`src/hdl/pnh_pkg.sv`:
```
// ----------------------------------------------------------------------------
// pnh_pkg
// Shared types and constants for the PJW name hash with UTF-8 Latin-1 folding.
// ----------------------------------------------------------------------------
package pnh_pkg;

   localparam int unsigned HashWidth = 32;
   localparam int unsigned ByteWidth = 8;

   localparam logic [ByteWidth-1:0] LeadMask    = 8'hFE;
   localparam logic [ByteWidth-1:0] LeadCode    = 8'hC2;
   localparam logic [ByteWidth-1:0] ContMask    = 8'hC0;
   localparam logic [ByteWidth-1:0] ContCode    = 8'h80;
   localparam logic [ByteWidth-1:0] PayloadMask = 8'h3F;
   localparam logic [HashWidth-1:0] TopMask     = 32'hF000_0000;
   localparam int unsigned          FoldShift   = 24;

   typedef struct packed {
      logic [HashWidth-1:0] running_hash;
      logic                 held_lead_low_bit;
      logic                 lead_held;
   } hash_state_type;

   localparam hash_state_type StateClear = '{
      running_hash:      '0,
      held_lead_low_bit: 1'b0,
      lead_held:         1'b0
   };

endpackage

```
`src/hdl/pnh_req_if.sv`:
```
// ----------------------------------------------------------------------------
// pnh_req_if
// Request channel: one name byte per transfer with an end-of-name flag.
// ----------------------------------------------------------------------------
interface pnh_req_if import pnh_pkg::*; ();
   logic                 valid;
   logic                 ready;
   logic [ByteWidth-1:0] name_byte;
   logic                 last_byte;

   modport source (output valid, output name_byte, output last_byte, input ready);
   modport sink   (input valid, input name_byte, input last_byte, output ready);
endinterface

```
`src/hdl/pnh_rsp_if.sv`:
```
// ----------------------------------------------------------------------------
// pnh_rsp_if
// Response channel: one finished 32-bit hash per transfer.
// ----------------------------------------------------------------------------
interface pnh_rsp_if import pnh_pkg::*; ();
   logic                 valid;
   logic                 ready;
   logic [HashWidth-1:0] hash_value;

   modport source (output valid, output hash_value, input ready);
   modport sink   (input valid, input hash_value, output ready);
endinterface

```
`src/hdl/pnh_fold_core.sv`:
```
// ----------------------------------------------------------------------------
// pnh_fold_core
// One request step: optional UTF-8 pair folding and up to two PJW rounds.
// ----------------------------------------------------------------------------
module pnh_fold_core import pnh_pkg::*; (
   input  hash_state_type       state_cur,
   input  logic [ByteWidth-1:0] name_byte,
   input  logic                 last_byte,
   output hash_state_type       state_nxt,
   output logic [HashWidth-1:0] hash_value
);

   function automatic logic [HashWidth-1:0] pjw_round(
      input logic [HashWidth-1:0] h,
      input logic [ByteWidth-1:0] v
   );
      logic [HashWidth-1:0] t;
      logic [HashWidth-1:0] g;
      begin
         t = {h[HashWidth-5:0], 4'b0000} + {{(HashWidth-ByteWidth){1'b0}}, v};
         g = t & TopMask;
         pjw_round = t ^ (g >> FoldShift) ^ g;
      end
   endfunction

   logic                 is_cont;
   logic                 fresh;
   logic                 hold_new;
   logic [ByteWidth-1:0] first_val;
   logic [HashWidth-1:0] hash_mid;
   logic [HashWidth-1:0] hash_end;

   always_comb begin
      is_cont = (name_byte & ContMask) == ContCode;
      // folded latin-1 value, or the held lead byte on its own
      if (is_cont) begin
         first_val = ContCode | {1'b0, state_cur.held_lead_low_bit, 6'b000000}
                     | (name_byte & PayloadMask);
      end else begin
         first_val = LeadCode | {7'b0000000, state_cur.held_lead_low_bit};
      end
      hash_mid = state_cur.lead_held ? pjw_round(state_cur.running_hash, first_val)
                                     : state_cur.running_hash;
      fresh    = !(state_cur.lead_held && is_cont);
      hold_new = fresh && !last_byte && ((name_byte & LeadMask) == LeadCode);
      hash_end = (fresh && !hold_new) ? pjw_round(hash_mid, name_byte) : hash_mid;

      hash_value = hash_end;
      if (last_byte) begin
         state_nxt = StateClear;
      end else begin
         state_nxt.running_hash      = hash_end;
         state_nxt.held_lead_low_bit = hold_new & name_byte[0];
         state_nxt.lead_held         = hold_new;
      end
   end

endmodule

```
`src/hdl/pjw_name_hash_utf8_fold_unit.sv`:
```
// ----------------------------------------------------------------------------
// pjw_name_hash_utf8_fold_unit
// PJW name hash, one byte per request, folding C2/C3 UTF-8 pairs to Latin-1.
// ----------------------------------------------------------------------------
// the last byte passes the input register, then the result register, to rsp
// throughput: one request per cycle if rsp keeps up; the input register feeds
//   the hash step and result register; bytes ending no name never wait on rsp
// reset: synchronous, clears both valid flags, the running hash and the
//   held lead byte; no clearing pass
module pjw_name_hash_utf8_fold_unit import pnh_pkg::*; (
   input  logic    clock,
   input  logic    reset,
   pnh_req_if.sink   req,
   pnh_rsp_if.source rsp
);

   logic                 in_valid_ff;
   logic                 in_valid_in;
   logic [ByteWidth-1:0] in_byte_ff;
   logic                 in_last_ff;
   hash_state_type       state_ff;
   hash_state_type       state_step;
   logic                 out_valid_ff;
   logic                 out_valid_in;
   logic [HashWidth-1:0] out_hash_ff;
   logic [HashWidth-1:0] hash_step;
   logic                 step_go;

   pnh_fold_core u_core (
      .state_cur  (state_ff),
      .name_byte  (in_byte_ff),
      .last_byte  (in_last_ff),
      .state_nxt  (state_step),
      .hash_value (hash_step)
   );

   // a byte that ends no name does not need the result register
   assign step_go   = in_valid_ff && (!in_last_ff || !out_valid_ff || rsp.ready);
   assign req.ready = !in_valid_ff || step_go;

   always_comb begin
      in_valid_in  = req.valid ? 1'b1 : (in_valid_ff && !step_go);
      out_valid_in = out_valid_ff && !rsp.ready;
      if (step_go && in_last_ff) begin
         out_valid_in = 1'b1;
      end
   end

   always_ff @(posedge clock) begin
      if (reset) begin
         in_valid_ff  <= 1'b0;
         out_valid_ff <= 1'b0;
         state_ff     <= StateClear;
      end else begin
         in_valid_ff  <= in_valid_in;
         out_valid_ff <= out_valid_in;
         if (step_go) begin
            state_ff <= state_step;
         end
      end
   end

   always_ff @(posedge clock) begin
      if (req.valid && req.ready) begin
         in_byte_ff <= req.name_byte;
         in_last_ff <= req.last_byte;
      end
      if (step_go && in_last_ff) begin
         out_hash_ff <= hash_step;
      end
   end

   assign rsp.valid      = out_valid_ff;
   assign rsp.hash_value = out_hash_ff;

endmodule

```
`src/flat_wrapper.sv`:
```
// flat-port wrapper written by rule: the top's interface ports become plain ports
module pjw_name_hash_utf8_fold_unit_flat import pnh_pkg::*;
  (clock, reset, req_valid, req_name_byte, req_last_byte, req_ready, rsp_valid, rsp_hash_value, rsp_ready);
  pnh_req_if req_i ();
  pnh_rsp_if rsp_i ();
  input  logic clock;
  input  logic reset;
  input wire logic [$bits(req_i.valid)-1:0] req_valid;
  input wire logic [$bits(req_i.name_byte)-1:0] req_name_byte;
  input wire logic [$bits(req_i.last_byte)-1:0] req_last_byte;
  output wire logic [$bits(req_i.ready)-1:0] req_ready;
  output wire logic [$bits(rsp_i.valid)-1:0] rsp_valid;
  output wire logic [$bits(rsp_i.hash_value)-1:0] rsp_hash_value;
  input wire logic [$bits(rsp_i.ready)-1:0] rsp_ready;
  assign req_i.valid = req_valid;
  assign req_i.name_byte = req_name_byte;
  assign req_i.last_byte = req_last_byte;
  assign req_ready = req_i.ready;
  assign rsp_valid = rsp_i.valid;
  assign rsp_hash_value = rsp_i.hash_value;
  assign rsp_i.ready = rsp_ready;
  pjw_name_hash_utf8_fold_unit u_core (.clock(clock), .reset(reset), .req(req_i), .rsp(rsp_i));
endmodule
```
`config.mk`:
```
export PLATFORM = sky130hd
export DESIGN_NAME = pjw_name_hash_utf8_fold_unit_flat
export DESIGN_NICKNAME = d
export VERILOG_FILES = /design/src/hdl/pnh_pkg.sv /design/src/hdl/pnh_req_if.sv /design/src/hdl/pnh_rsp_if.sv /design/src/hdl/pnh_fold_core.sv /design/src/hdl/pjw_name_hash_utf8_fold_unit.sv /design/src/flat_wrapper.sv
export SDC_FILE = /design/constraint.sdc
export NUM_CORES = 1
export LEC_CHECK = 0
export BUFFER_PORTS_ARGS = -buffer_cell sky130_fd_sc_hd__buf_2
export CORE_ASPECT_RATIO = 0.6
export CORE_MARGIN = 3
export CORE_UTILIZATION = 40
export CTS_BUF_LIST = sky130_fd_sc_hd__clkbuf_4 sky130_fd_sc_hd__clkbuf_8
export DETAILED_ROUTE_END_ITERATION = 12
export SLEW_MARGIN = 20
export SYNTH_ARGS = -nofsm -noshare
export SYNTH_HDL_FRONTEND = slang
export SYNTH_SLANG_ARGS = --single-unit
```
`constraint.sdc`:
```
create_clock -name clock -period 5.48 [get_ports clock]
set_clock_uncertainty 0.2 [all_clocks]
set_input_delay 1.644 -clock clock [delete_from_list [all_inputs] [get_ports clock]]
set_output_delay 1.644 -clock clock [all_outputs]
set_load 0.02 [all_outputs]
```
# --- Word level (Yosys, flattened, before mapping) ---
# Cells that the tools add are included.
totals:
  reg_bits: 77
  input_bits: 13
  output_inout_bits: 34
  word_cells: 43
op_classes:
  addsub: 2
  eq_ne: 2
  n_mux: 6
  n_bitwise: 6
  reduce_logical: 19
op_table:
  columns: ["op", "count"]
  rows:
  - ["$add 32x8->32", 2]
  - ["$mux 32", 2]
  - ["$xor 32x32->32", 2]
  - ["$xor 32x8->32", 2]
  - ["$mux 34", 1]
  - ["$logic_and 1x1->1", 9]
  - ["$mux 8", 1]
  - ["$or 8x6->8", 1]
  - ["$eq 7x7->1 const B", 1]
  - ["$logic_not 1->1", 7]
  - ["$logic_or 1x1->1", 3]
  - ["$eq 2x2->1 const B", 1]
  - ["$mux 1", 2]
  - ["$and 1x1->1", 1]

# --- Logic depth before layout (Yosys ltp) ---
depth:
  depth_word: 11
  mapped_depth: 18
  ltp_nobuf: 14

# --- Hierarchy ---
# A second synthesis with hierarchy kept.
hier_totals:
  cells_unflattened: 611
  hier_area_um2: 5530.3
modules_own_cells:
  columns: ["module", "n_inst", "cells_each", "area_each_um2"]
  rows:
  - ["pjw_name_hash_utf8_fold_unit", 1, 199, 2875.3]
  - ["pnh_fold_core", 1, 412, 2655.0]

# --- Worst setup path after synthesis ---
# Ideal clock, no wire load.
synth_path:
  path_kind: "flip-flop to flip-flop"
  start: "register u_core.state_ff[0] (netlist name)"
  end: "register u_core.out_hash_ff[6] (netlist: u_core.rsp.hash_value[6]) (data pin)"
  arrival_time_ns: 3.775
  required_time_ns: 5.020
  slack_ns: 1.245
  stages_incl_launch_ff: 18
  n_path_buf: 5
  path_cell_list: "dfxtp_1 > clkbuf_1 > clkbuf_1 > clkbuf_1 > buf_1 > buf_1 > nor2_1 > a21oi_1 > ha_1 > inv_1 > fa_1 > inv_1 > a21o_1 > a21oi_1 > a211oi_2 > nand4_1 > xnor2_1 > mux2_2"
synth_between:
  elab_chain_len: 7
  elab_cells_between_ends: 11
synth_rtl:
  columns: ["element", "line", "rtl"]
  rows:
  - ["start, declared", "pjw_name_hash_utf8_fold_unit.sv:21", "hash_state_type state_ff;"]
  - ["start signal, assigned", "pjw_name_hash_utf8_fold_unit.sv:53", "state_ff <= StateClear;"]
  - ["start signal, assigned", "pjw_name_hash_utf8_fold_unit.sv:58", "state_ff <= state_step;"]
  - ["branches (longest 6 deep; another with $add 32x8->32)", null, null]
  - ["$mux 32 *", "pnh_fold_core.sv:46", "hash_end = (fresh && !hold_new) ? pjw_round(hash_mid, name_byte) : hash_mid;"]
  - ["net u_core.hash_step[6]", "pjw_name_hash_utf8_fold_unit.sv:26", "logic [HashWidth-1:0] hash_step;"]
  - ["end signal, assigned", "pjw_name_hash_utf8_fold_unit.sv:69", "out_hash_ff <= hash_step;"]
  - ["end, declared", "pjw_name_hash_utf8_fold_unit.sv:25", "logic [HashWidth-1:0] out_hash_ff;"]
# Mark *: on every way through the listed nets, which the timed path passes.
# A chain may end at the register's enable or synchronous reset.

# --- Worst setup path in the final report ---
layout_path:
  start: "register u_core.in_byte_ff[7]"
  end: "register u_core.out_hash_ff[7] (netlist: u_core.rsp.hash_value[7]) (data pin)"
layout_between:
  elab_chain_len: 10
  elab_cells_between_ends: 17
layout_rtl:
  columns: ["element", "line", "rtl"]
  rows:
  - ["start, declared", "pjw_name_hash_utf8_fold_unit.sv:19", "logic [ByteWidth-1:0] in_byte_ff;"]
  - ["start signal, assigned", "pjw_name_hash_utf8_fold_unit.sv:65", "in_byte_ff <= req.name_byte;"]
  - ["$eq 2x2->1", "pnh_fold_core.sv:34", "is_cont = (name_byte & ContMask) == ContCode;"]
  - ["$mux 8", "pnh_fold_core.sv:36", "if (is_cont) begin"]
  - ["$add 32x8->32", "pnh_fold_core.sv:20", "t = {h[HashWidth-5:0], 4'b0000} + {{(HashWidth-ByteWidth){1'b0}}, v};"]
  - ["$xor 32x8->32", "pnh_fold_core.sv:22", "pjw_round = t ^ (g >> FoldShift) ^ g;"]
  - ["$xor 32x32->32", "pnh_fold_core.sv:22", null]
  - ["$mux 32", "pnh_fold_core.sv:42", "hash_mid = state_cur.lead_held ? pjw_round(state_cur.running_hash, first_val)"]
  - ["$add 32x8->32", "pnh_fold_core.sv:20", null]
  - ["$xor 32x8->32", "pnh_fold_core.sv:22", null]
  - ["$xor 32x32->32", "pnh_fold_core.sv:22", null]
  - ["$mux 32 *", "pnh_fold_core.sv:46", null]
  - ["net u_core.hash_step[7]", "pjw_name_hash_utf8_fold_unit.sv:26", null]
# The timed path passes the listed nets; every way through them passes the cells marked *.

==> impl_metrics.csv <==
group,metric,value,unit
layout,final_util,47.0,%
worst_setup_path,crit_path_top_delay_cell,"and4_1",
layout,diodes,0,
clocking,cts.repair.resized,0,
clocking,cts_sinks,77,
global_routing,grt_pass1_vias,3850,
clocking,htree_num_levels,3,
worst_setup_path,crit_cells,13,
global_routing,overflow,0,
global_routing,grt.total_usage,21.0,%
global_routing,antenna_found_initial,0,
worst_setup_path,critPathMaxStageDelay,0.56,ns
power_and_ir_drop,cellPowerDensity,234,mW/mm²
layout,syn_to_final_growth,13.2,%
status,status,"complete, no violations",
drt,antenna_left,0,
drt,via_per_inst,5.82,
sta,worst_pin_slew,1.01,ns
clocking,cts_tree,"done",
worst_setup_path,setup.worst_path.end,"u_core.rsp.hash_value[7]$_DFFE_PP_",
power_and_ir_drop,netSwitchingPower,0.300,mW
sta,maxSlewViolCount,0,
clocking,clk_latency,0.37,ns
worst_setup_path,path_class,"flip-flop to flip-flop",
logic_synthesis,yosysWarnings,0,
power_and_ir_drop,vdd_drop_max,0.150,mV
drt,dr.pass1.iters,6,
layout,instances_no_fill,714,
power_and_ir_drop,seq_power_share,50.2,%
power_and_ir_drop,p_int,0.956,mW
placement,portBuffers,46,
logic_synthesis,avgSynthCellArea,9.21,µm²
sta,hold-worst-slack,0.259,ns
worst_setup_path,timing.rr.start,"u_core.in_byte_ff[7]$_DFFE_PP_",
power_and_ir_drop,clkPwrFrac,42.7,%
clocking,cts.root.buffer_cell,"clkbuf_8",
global_routing,grt_max_degree,37,
logic_synthesis,syn_area,0.00473,mm²
placement,placed_area,0.00511,mm²
global_routing,grt_pass1_wl,21700,µm
layout,final_common_cell,"nand2_1",
worst_setup_path,critPathArrivalTime,4.75,ns
floorplanning,rows,30,
layout,layout_common_cells,"49 x nand2_1, 46 x buf_2, 41 x edfxtp_1",
drt,wl_per_cell,19.2,µm
placement,gp_congestion,0.982,
logic_synthesis,yosysSeqAreaShare,41.2,%
placement,place_inst,698,
drt,drc,0,
layout,multi_input_area,0.00262,mm²
sta,post-route-period-util,88.7,%
logic_synthesis,synth_area_leaders,"edfxtp_1 26%, dfxtp_1 15%, xnor2_1 6.7%",
clocking,path_clk_slew,0.08,ns
drt,drt_iter0_drc,541,
floorplanning,die_area,0.0132,mm²
sta,period_needed,4.86,ns
logic_synthesis,synthesis.nets,536,
worst_setup_path,cp-end-kind,"flip-flop",
floorplanning,fp.coreArea,0.0114,mm²
logic_synthesis,synth_top_area_cell,"edfxtp_1",
sta,fmax,0.206,GHz
power_and_ir_drop,p_sw_share,23.9,%
logic_synthesis,synthCells,514,
sta,fin_setup_tns,0,ns
layout,fill_cells,1109,
worst_setup_path,r2r-end,"u_core.rsp.hash_value[7]$_DFFE_PP_",
logic_synthesis,synthArstFlopShare,0,%
placement,post-dp-hpwl,10300,µm
worst_setup_path,cp_top_family,"simple AND/OR/NAND/NOR gates",
worst_setup_path,r2r_cells,13,
worst_setup_path,cp-start-kind,"flip-flop",
floorplanning,initial_core_util,41.5,%
layout,nNetsFinal,571,
flow_run,maxCapViolCount,0,
layout,stdcell_area,0.00536,mm²
floorplanning,io_pins,47,
floorplanning,die_w,146,µm
layout,layout-drive-gt1-share,16.6,%
logic_synthesis,ys.flop_type,"edfxtp_1",
worst_setup_path,cp_cell_sequence,"nor2b_1 > and2_1 > ha_1 > fa_1 > a211o_1 > nand2_1 > xnor2_1 > mux2i_1 > nor3_1 > and4_1 > nand4_1 > xnor2_1 > o21ai_1",
clocking,holdBufCountCts,0,
layout,seqCellArea,0.00195,mm²
logic_synthesis,ys_ff_latch,77,
logic_synthesis,synth_top_area_share,26.0,%
floorplanning,dieHeight,90.3,µm
power_and_ir_drop,p_leak,1.89,nW
sta,hold_viol_final,0,
worst_setup_path,crit_buf_inv,0,
drt,vias,4155,
worst_setup_path,path_max_fanout,11,
worst_setup_path,cp-startpoint,"u_core.in_byte_ff[7]$_DFFE_PP_",
power_and_ir_drop,power.share.combinational,7.1,%
clocking,clockBufferDepth,2,
sta,max_slew_margin,32.4,%
clocking,post_cts_buffers,0,
sta,rsz0062_at_grt,"no",
logic_synthesis,synth-edff-count,41,
worst_setup_path,cp.required,5.37,ns
logic_synthesis,synth_cell_types,67,
worst_setup_path,r2r_setup_slack,0.62,ns
worst_hold_path,min_path_cells,1,
worst_hold_path,min-delay-path-class,"flip-flop to flip-flop",
worst_setup_path,path_common_cell,"xnor2_1",
drt,drt-total-wl,13700,µm
clocking,cts_buffers,9,
sta,setup_viol,0,
[power groups by stage]
stage	clock network, mW	logic, mW	registers (mW)
global placement	0	0.0870	0.643
detailed placement	0	0.0879	0.643
global route	0.568	0.0975	0.632
CTS	0.541	0.0885	0.630
floorplan	0	0.0548	0.646
finish	0.536	0.0891	0.630
[area by class of cell]
cell class                 count  area share (%)
multi-input combinational    394            48.9
inverter                      13           0.910
tap                          160            3.73
timing repair buffer          54            5.41
sequential                    77            36.4
clock buffer                   9            2.31
clock inverter                 7            2.29
[worst min-delay path by stage]
stage                                             endpoint  slack (ns)                              from
after global routing      u_core.state_ff[31]$_SDFFE_PP0P_        0.26  u_core.state_ff[31]$_SDFFE_PP0P_
after detailed placement  u_core.state_ff[32]$_SDFFE_PP0P_        0.24  u_core.state_ff[32]$_SDFFE_PP0P_
after global placement    u_core.state_ff[30]$_SDFFE_PP0P_        0.23  u_core.state_ff[30]$_SDFFE_PP0P_
after CTS                 u_core.state_ff[31]$_SDFFE_PP0P_        0.26  u_core.state_ff[31]$_SDFFE_PP0P_
final                     u_core.state_ff[30]$_SDFFE_PP0P_        0.26  u_core.state_ff[30]$_SDFFE_PP0P_
after floorplan           u_core.state_ff[30]$_SDFFE_PP0P_        0.22  u_core.state_ff[30]$_SDFFE_PP0P_
[cell usage after synthesis (3+ instances only)]
cell	number
nor2b_1	4
nand3b_1	4
or3_1	5
clkbuf_1	23
dfxtp_1	36
nand2_1	49
nor3_1	11
mux2i_1	16
xnor2_1	36
o21ai_0	30
a31oi_1	6
o221ai_1	10
buf_1	5
nand4_1	13
inv_1	12
a21o_1	3
nor2_1	39
nand3_1	23
a22oi_1	16
a31o_2	3
and3_1	8
mux2_2	4
xor2_1	16
o21ai_1	4
a21oi_1	26
nor4_1	7
edfxtp_1	41
nand4b_1	3
and2_1	9
ha_1	7
[per-stage QoR]
step                      total power, mW  setup WS (ns)
after CTS                            1.26          0.701
final                                1.26          0.618
after global routing                 1.30          0.354
after floorplan                     0.701           1.25
after detailed placement            0.731          0.785
after global placement              0.730          0.921
[per-layer routing]
| layer | GRT usage [%] | wire length [µm] | vias up |
|---|---|---|---|
| met5 | 0 | 0 | - |
| met4 | 4.38 | 104 | 0 |
| li1 | - | - | 1970 |
| met2 | 27.8 | 5280 | 186 |
| met1 | 33.5 | 6870 | 1988 |
| met3 | 5.72 | 1500 | 11 |
[worst reg2reg max path: cells and delay by family, from the launching register on]
| kind | cells | cell delay, ns |
|---|---|---|
| AND/OR/NAND/NOR | 6 | 2.07 |
| flip-flops | 1 | 0.42 |
| adder cells (fa/ha/maj) | 2 | 0.68 |
| XOR/XNOR | 2 | 0.60 |
| AO/OA/AOI/OAI | 2 | 0.42 |
| multiplexers | 1 | 0.20 |
[kinds of logic after synthesis]
group           Yosys count  synth area share, %
simple gates            192                 21.5
compound gates          121                 17.0
flops                    77                 41.2
xor+xnor                 52                 9.62
buf+inv                  43                 3.59
mux                      20                 4.33
fa+ha+maj                 9                 2.70
[flip-flops by register name, indices dropped and copies added, names as in the netlist]
signal	cells
u_core.in_byte_ff	8
u_core.in_last_ff	1
u_core.in_valid_ff	1
u_core.rsp.hash_value	32
u_core.rsp.valid	1
u_core.state_ff	34
Power figures use the tool's default switching activity.
